### config.mk
export PLATFORM = sky130hd
export DESIGN_NAME = npcm_ctrl
export DESIGN_NICKNAME = d
export VERILOG_FILES = /design/src/hdl/npcm_pkg.sv /design/src/hdl/npcm_ctrl.sv
export SDC_FILE = /design/constraint.sdc
export NUM_CORES = 1
export LEC_CHECK = 0
export ABC_AREA = 1
export ABC_CLOCK_PERIOD_IN_PS = 1850
export BUFFER_PORTS_ARGS = -buffer_cell sky130_fd_sc_hd__buf_4
export CAP_MARGIN = 20
export CORE_ASPECT_RATIO = 0.8
export CORE_MARGIN = 2
export CORE_UTILIZATION = 48
export CTS_CLUSTER_SIZE = 8
export DETAILED_ROUTE_END_ITERATION = 10
export PLACE_DENSITY = 0.87
export SYNTH_ARGS = -nofsm -noshare
export SYNTH_HDL_FRONTEND = slang
export SYNTH_SLANG_ARGS = --single-unit
### constraint.sdc
create_clock -name i_clk -period 1.85 [get_ports i_clk]
set_clock_uncertainty 0.2 [all_clocks]
set_input_delay 0.0925 -clock i_clk [delete_from_list [all_inputs] [get_ports i_clk]]
set_output_delay 0.0925 -clock i_clk [all_outputs]
set_load 0.03 [all_outputs]
### src/hdl/npcm_pkg.sv
// Shared types and constants for the nearest palette color match block.
// Used by the controller, the datapath and the top level; no dependencies.
package npcm_pkg;

    localparam int PALETTE_DEPTH_DEF = 256;
    localparam int SIZE_W            = 9;
    localparam int COLOR_W           = 16;
    localparam int CODE_W            = 8;
    localparam int INDEX_W           = 8;
    localparam int DIST_W            = 18;
    localparam int ENTRY_W           = 3 * COLOR_W + CODE_W;
    localparam int PADDR_W           = 2;

    localparam logic [SIZE_W-1:0] PALETTE_SIZE_RST = 9'd256;

    localparam logic CMD_LOAD  = 1'b0;
    localparam logic CMD_QUERY = 1'b1;

    typedef enum logic [3:0] {
        S_IDLE  = 4'b0001,
        S_SCAN  = 4'b0010,
        S_DRAIN = 4'b0100,
        S_DONE  = 4'b1000
    } t_state;

    // controller to datapath
    typedef struct packed {
        logic load_en;
        logic capture;
        logic rd_en;
    } t_dp_cmd;

    // datapath to controller
    typedef struct packed {
        logic pipe_busy;
    } t_dp_status;

endpackage

### src/hdl/npcm_ctrl.sv
// Controller: accepts words, sequences the palette scan and flags the result.
// Depends on npcm_pkg; drives npcm_datapath through t_dp_cmd.
module npcm_ctrl
    import npcm_pkg::*;
#(
    parameter int PALETTE_DEPTH = PALETTE_DEPTH_DEF,
    localparam int AW = $clog2(PALETTE_DEPTH)
) (
    input  logic              i_clk,
    input  logic              i_rst_n,
    input  logic              start,
    input  logic              i_command,
    input  logic [SIZE_W-1:0] i_palette_size,
    input  t_dp_status        i_status,
    output t_dp_cmd           o_cmd,
    output logic [AW-1:0]     o_rd_addr,
    output logic              busy,
    output logic              o_valid
);

    t_state        r_state, n_state;
    logic [AW-1:0] r_addr, n_addr;
    logic [AW-1:0] r_last, n_last;
    logic          accept;

    assign accept = start && (r_state == S_IDLE);

    always_comb begin
        n_state       = r_state;
        n_addr        = r_addr;
        n_last        = r_last;
        o_cmd.load_en = 1'b0;
        o_cmd.capture = 1'b0;
        o_cmd.rd_en   = 1'b0;
        case (r_state)
            S_IDLE: begin
                if (accept && (i_command == CMD_LOAD)) begin
                    o_cmd.load_en = 1'b1;
                end else if (accept && (i_command == CMD_QUERY)) begin
                    o_cmd.capture = 1'b1;
                    n_addr        = '0;
                    // clamp the search to the store size
                    if (32'(i_palette_size) > 32'(PALETTE_DEPTH)) begin
                        n_last = AW'(PALETTE_DEPTH - 1);
                    end else begin
                        n_last = AW'(32'(i_palette_size) - 32'd1);
                    end
                    n_state = (i_palette_size == '0) ? S_DONE : S_SCAN;
                end
            end
            S_SCAN: begin
                o_cmd.rd_en = 1'b1;
                n_addr      = r_addr + 1'b1;
                if (r_addr == r_last) begin
                    n_state = S_DRAIN;
                end
            end
            S_DRAIN: begin
                if (!i_status.pipe_busy) begin
                    n_state = S_DONE;
                end
            end
            S_DONE: begin
                n_state = S_IDLE;
            end
            default: begin
                n_state = S_IDLE;
            end
        endcase
    end

    always_ff @(posedge i_clk) begin
        if (!i_rst_n) begin
            r_state <= S_IDLE;
        end else begin
            r_state <= n_state;
        end
    end

    always_ff @(posedge i_clk) begin
        r_addr <= n_addr;
        r_last <= n_last;
    end

    assign o_rd_addr = r_addr;
    assign busy      = (r_state != S_IDLE);
    assign o_valid   = (r_state == S_DONE);

endmodule

==> results.md <==
- Status: finished, violations left
- Violated checks: setup timing
- Area leader, netlist: edfxtp_1
- CTS Sinks: 20
- Max Cap Viol: 0
- Yosys reg bits: 20
- Post-Syn Area: about 1200 µm²
- FF-to-FF End: o_rd_addr[6]
- Syn-to-layout area delta: 35.7%
- VDD IR max: roughly 440 µV
- Drt first pass iters: 4
- Nets: between 200 and 250
- Power per cell area: 1080 nW/µm²
- Initial antenna violation count: 0
- Clk root buf: clkbuf_4
- CP Class: primary input to register
- Remaining DRCs: 0
- CTS tree: built
- Core area: ~2400 µm²
- Post-DRT Antenna Nets: 0
- # IOs: 27
- Number of global-route vias before repair: around 1,100
- All-Layer GR Usage: 0.200
- Cell mode on critical path: nand2_1
- Num CTS Buffers: 3
- Detailed Place HPWL: roughly 1900 µm
- Overflow after GRT: 0
- Tmin final: 1860 ps
- I/O Buffers: 26
- Pre-CTS WS: approximately 110 ps
- Drt total wl: approximately 2700 µm
- Synth top area share: 0.395
- Die H: between 40 and 50 µm
- Syn nets: between 150 and 200
- Iteration-0 DRC Markers: between 40 and 50
- Worst setup SP type: primary input
- Routed via count: approximately 1,200
- Worst-margin pin slew: 351 ps
- # diodes: 0
- CP startpoint: start
- Worst Setup End Kind: register
- Comb pwr share: 0.457
- Hold Crit Class: primary input to register
- Area after DPL: 1470 µm²
- Seq pwr share: 0.401
- CP cell instances: dlygate4sd3_1, buf_4, nand2_1, dlygate4sd3_1, nand2_1, o21ai_2, o21ai_0, nand2_1, inv_1
- NetSw: ~0.76 mW
- Worst Setup EP: r_state[1]
- Clock group share of total power: 0.142
- Sequential fraction of the synthesis area: 0.461
- Max incr delay on CP: approximately 550 ps
- Cell count after synthesis: roughly 160
- Clock buffer depth: 2
- Top cells by area, synth: edfxtp_1 (40%), nand2_1 (15%), inv_1 (9.0%)
- Clk slew on worst S/H paths: ~110 ps
- Wire per inst: between 10 and 15 µm
- Slowest-stage cell, CP: dlygate4sd3_1
- Final Cycle Share: 1.01
- Fmax: roughly 0.54 GHz
- Slew HR: 0.764
- Reg2Reg Setup Slack: 150 ps
- First-pass GRT wire length: ~4400 µm
- Fin. Hold Viols: 0
- Starting density of the core: 0.502
- Internal: 1.02 mW
- Final GP Congestion: around 0.8
- Hold Path Stages: 5
- Design area: between 1500 and 2000 µm²
- R2R cell count: 8
- H-tree depth: 1
- WP data required: roughly 1900 ps
- Die W: 60.3 µm
- Largest net degree at the start of global routing: 12
- Clock latency on the worst-skew pair: 310 ps
- Leak: 0.780 nW
- Maximum fanout along the worst path: 3
- Max-slew violations: 0
- Worst flop-to-flop path startpoint: o_rd_addr[0]
- Sw Share: 0.425
- Layout filler cell count: about 190
- Vias per std cell: 4.85
- Final Util: 0.681
- Proportion of layout cells with a drive suffix above 1: 0.208
- Synth unique cells: 22
- DIE AREA: a little under 3000 µm²
- Crit path DAT: 1930 ps
- Rows: 16
- Synth warnings: 0
- Setup-failing EPs final: 1
- Final WS setup: -11.6 ps
- Synth Area per Inst: between 7 and 8 µm²
[routing by layer]
metal | global-route usage | up-vias | routed length [µm]
li1 | - | 588 | -
met1 | 0.224 | 511 | 1060
met2 | 0.359 | 48 | 1430
met3 | 0.0318 | 7 | 140
met4 | 0.0926 | 0 | 61
met5 | 0 | - | 0
[placed cells by master, fill, tap and decap left out, types with 2 or more instances in the layout]
| cell | synthesis | layout |
|---|---|---|
| ha_1 | 3 | 3 |
| inv_1 | 29 | 29 |
| clkbuf_4 | 0 | 3 |
| dlygate4sd3_1 | 0 | 13 |
| o21ai_2 | 1 | 2 |
| a21oi_1 | 3 | 3 |
| dfxtp_1 | 4 | 4 |
| nand3_2 | 3 | 3 |
| xnor2_1 | 4 | 4 |
| nor2_2 | 1 | 2 |
| nand3b_1 | 2 | 2 |
| nand2_1 | 47 | 46 |
| nor3_1 | 2 | 2 |
| o21ai_0 | 6 | 5 |
| nand3_1 | 9 | 9 |
| buf_4 | 0 | 27 |
| edfxtp_1 | 16 | 16 |
| nor2_1 | 21 | 20 |
[worst min-delay path by stage]
stage                      startpoint    endpoint  slack (ps)
global route                 i_status  r_state[2]          70
finish                       i_status  r_state[2]          10
global placement              i_rst_n  r_state[1]         110
floorplan                     i_rst_n  r_state[0]         -20
detailed placement            i_rst_n  r_state[1]         110
CTS                 i_palette_size[8]  r_state[3]           3
[Yosys cell counts]
master	instances
nand2_1	47
inv_1	29
nor2_1	21
edfxtp_1	16
nand3_1	9
o21ai_0	6
dfxtp_1	4
xnor2_1	4
a21oi_1	3
ha_1	3
nand3_2	3
nand3b_1	2
nor3_1	2
nand4_1	1
nor2_2	1
nor2_4	1
nor3b_2	1
nor4_1	1
o21a_1	1
o21ai_1	1
o21ai_2	1
xor2_1	1
[cell families after synthesis]
family | count (synthesis) | synth area share
buffers and inverters | 29 | 0.0896
flip-flops | 20 | 0.461
XOR/XNOR | 5 | 0.0360
AND/OR/NAND/NOR | 89 | 0.328
adder cells (fa/ha/maj) | 3 | 0.0309
AO/OA/AOI/OAI | 12 | 0.0546
[layout make-up]
class	count	area, µm²	area share
clock buffers	4	36.3	0.0220
inverters	29	109	0.0660
multi-input cells	109	566	0.343
flip-flops and latches	20	561	0.340
well taps	36	45.0	0.0273
repair buffers	40	333	0.202
[state kept, by name, indices dropped and copies added (netlist names)]
signal     flops
r_state        4
r_last         8
o_rd_addr      8
[timing repair]
| item | in CTS | in global routing |
|---|---|---|
| hold endpoints to repair | 11 | 4 |
| resized for setup | 0 | 4 |
| setup endpoints to repair | 0 | 15 |
| buffers inserted | 0 | 0 |
| hold buffers | 12 | 1 |
[critical path: cells and delay by family]
kind                   cells  cell delay, ps
and+or+nand+nor            3             270
buffers and inverters      4            1250
AOI/OAI and AO/OA          2             310
[power groups by stage]
stage                     clock [mW]  sequential, mW  combinational (mW)
after floorplan                    0           0.770               0.455
after global placement             0           0.708               0.728
after detailed placement           0           0.721               0.750
after CTS                      0.257           0.710               0.773
after global routing           0.272           0.728               0.892
final                          0.253           0.714               0.814
[metrics by stage]
step                total power [mW]  hold slack, ps  instances  setup TNS [ps]
detailed placement              1.47             111        221               0
CTS                             1.74            2.65        237               0
floorplan                       1.22           -23.3        158               0
global route                    1.89            66.8        238           -52.8
finish                          1.78            13.5        238           -11.6
global placement                1.44             112        221               0
Note: power is estimated with default switching activity, not from simulation.
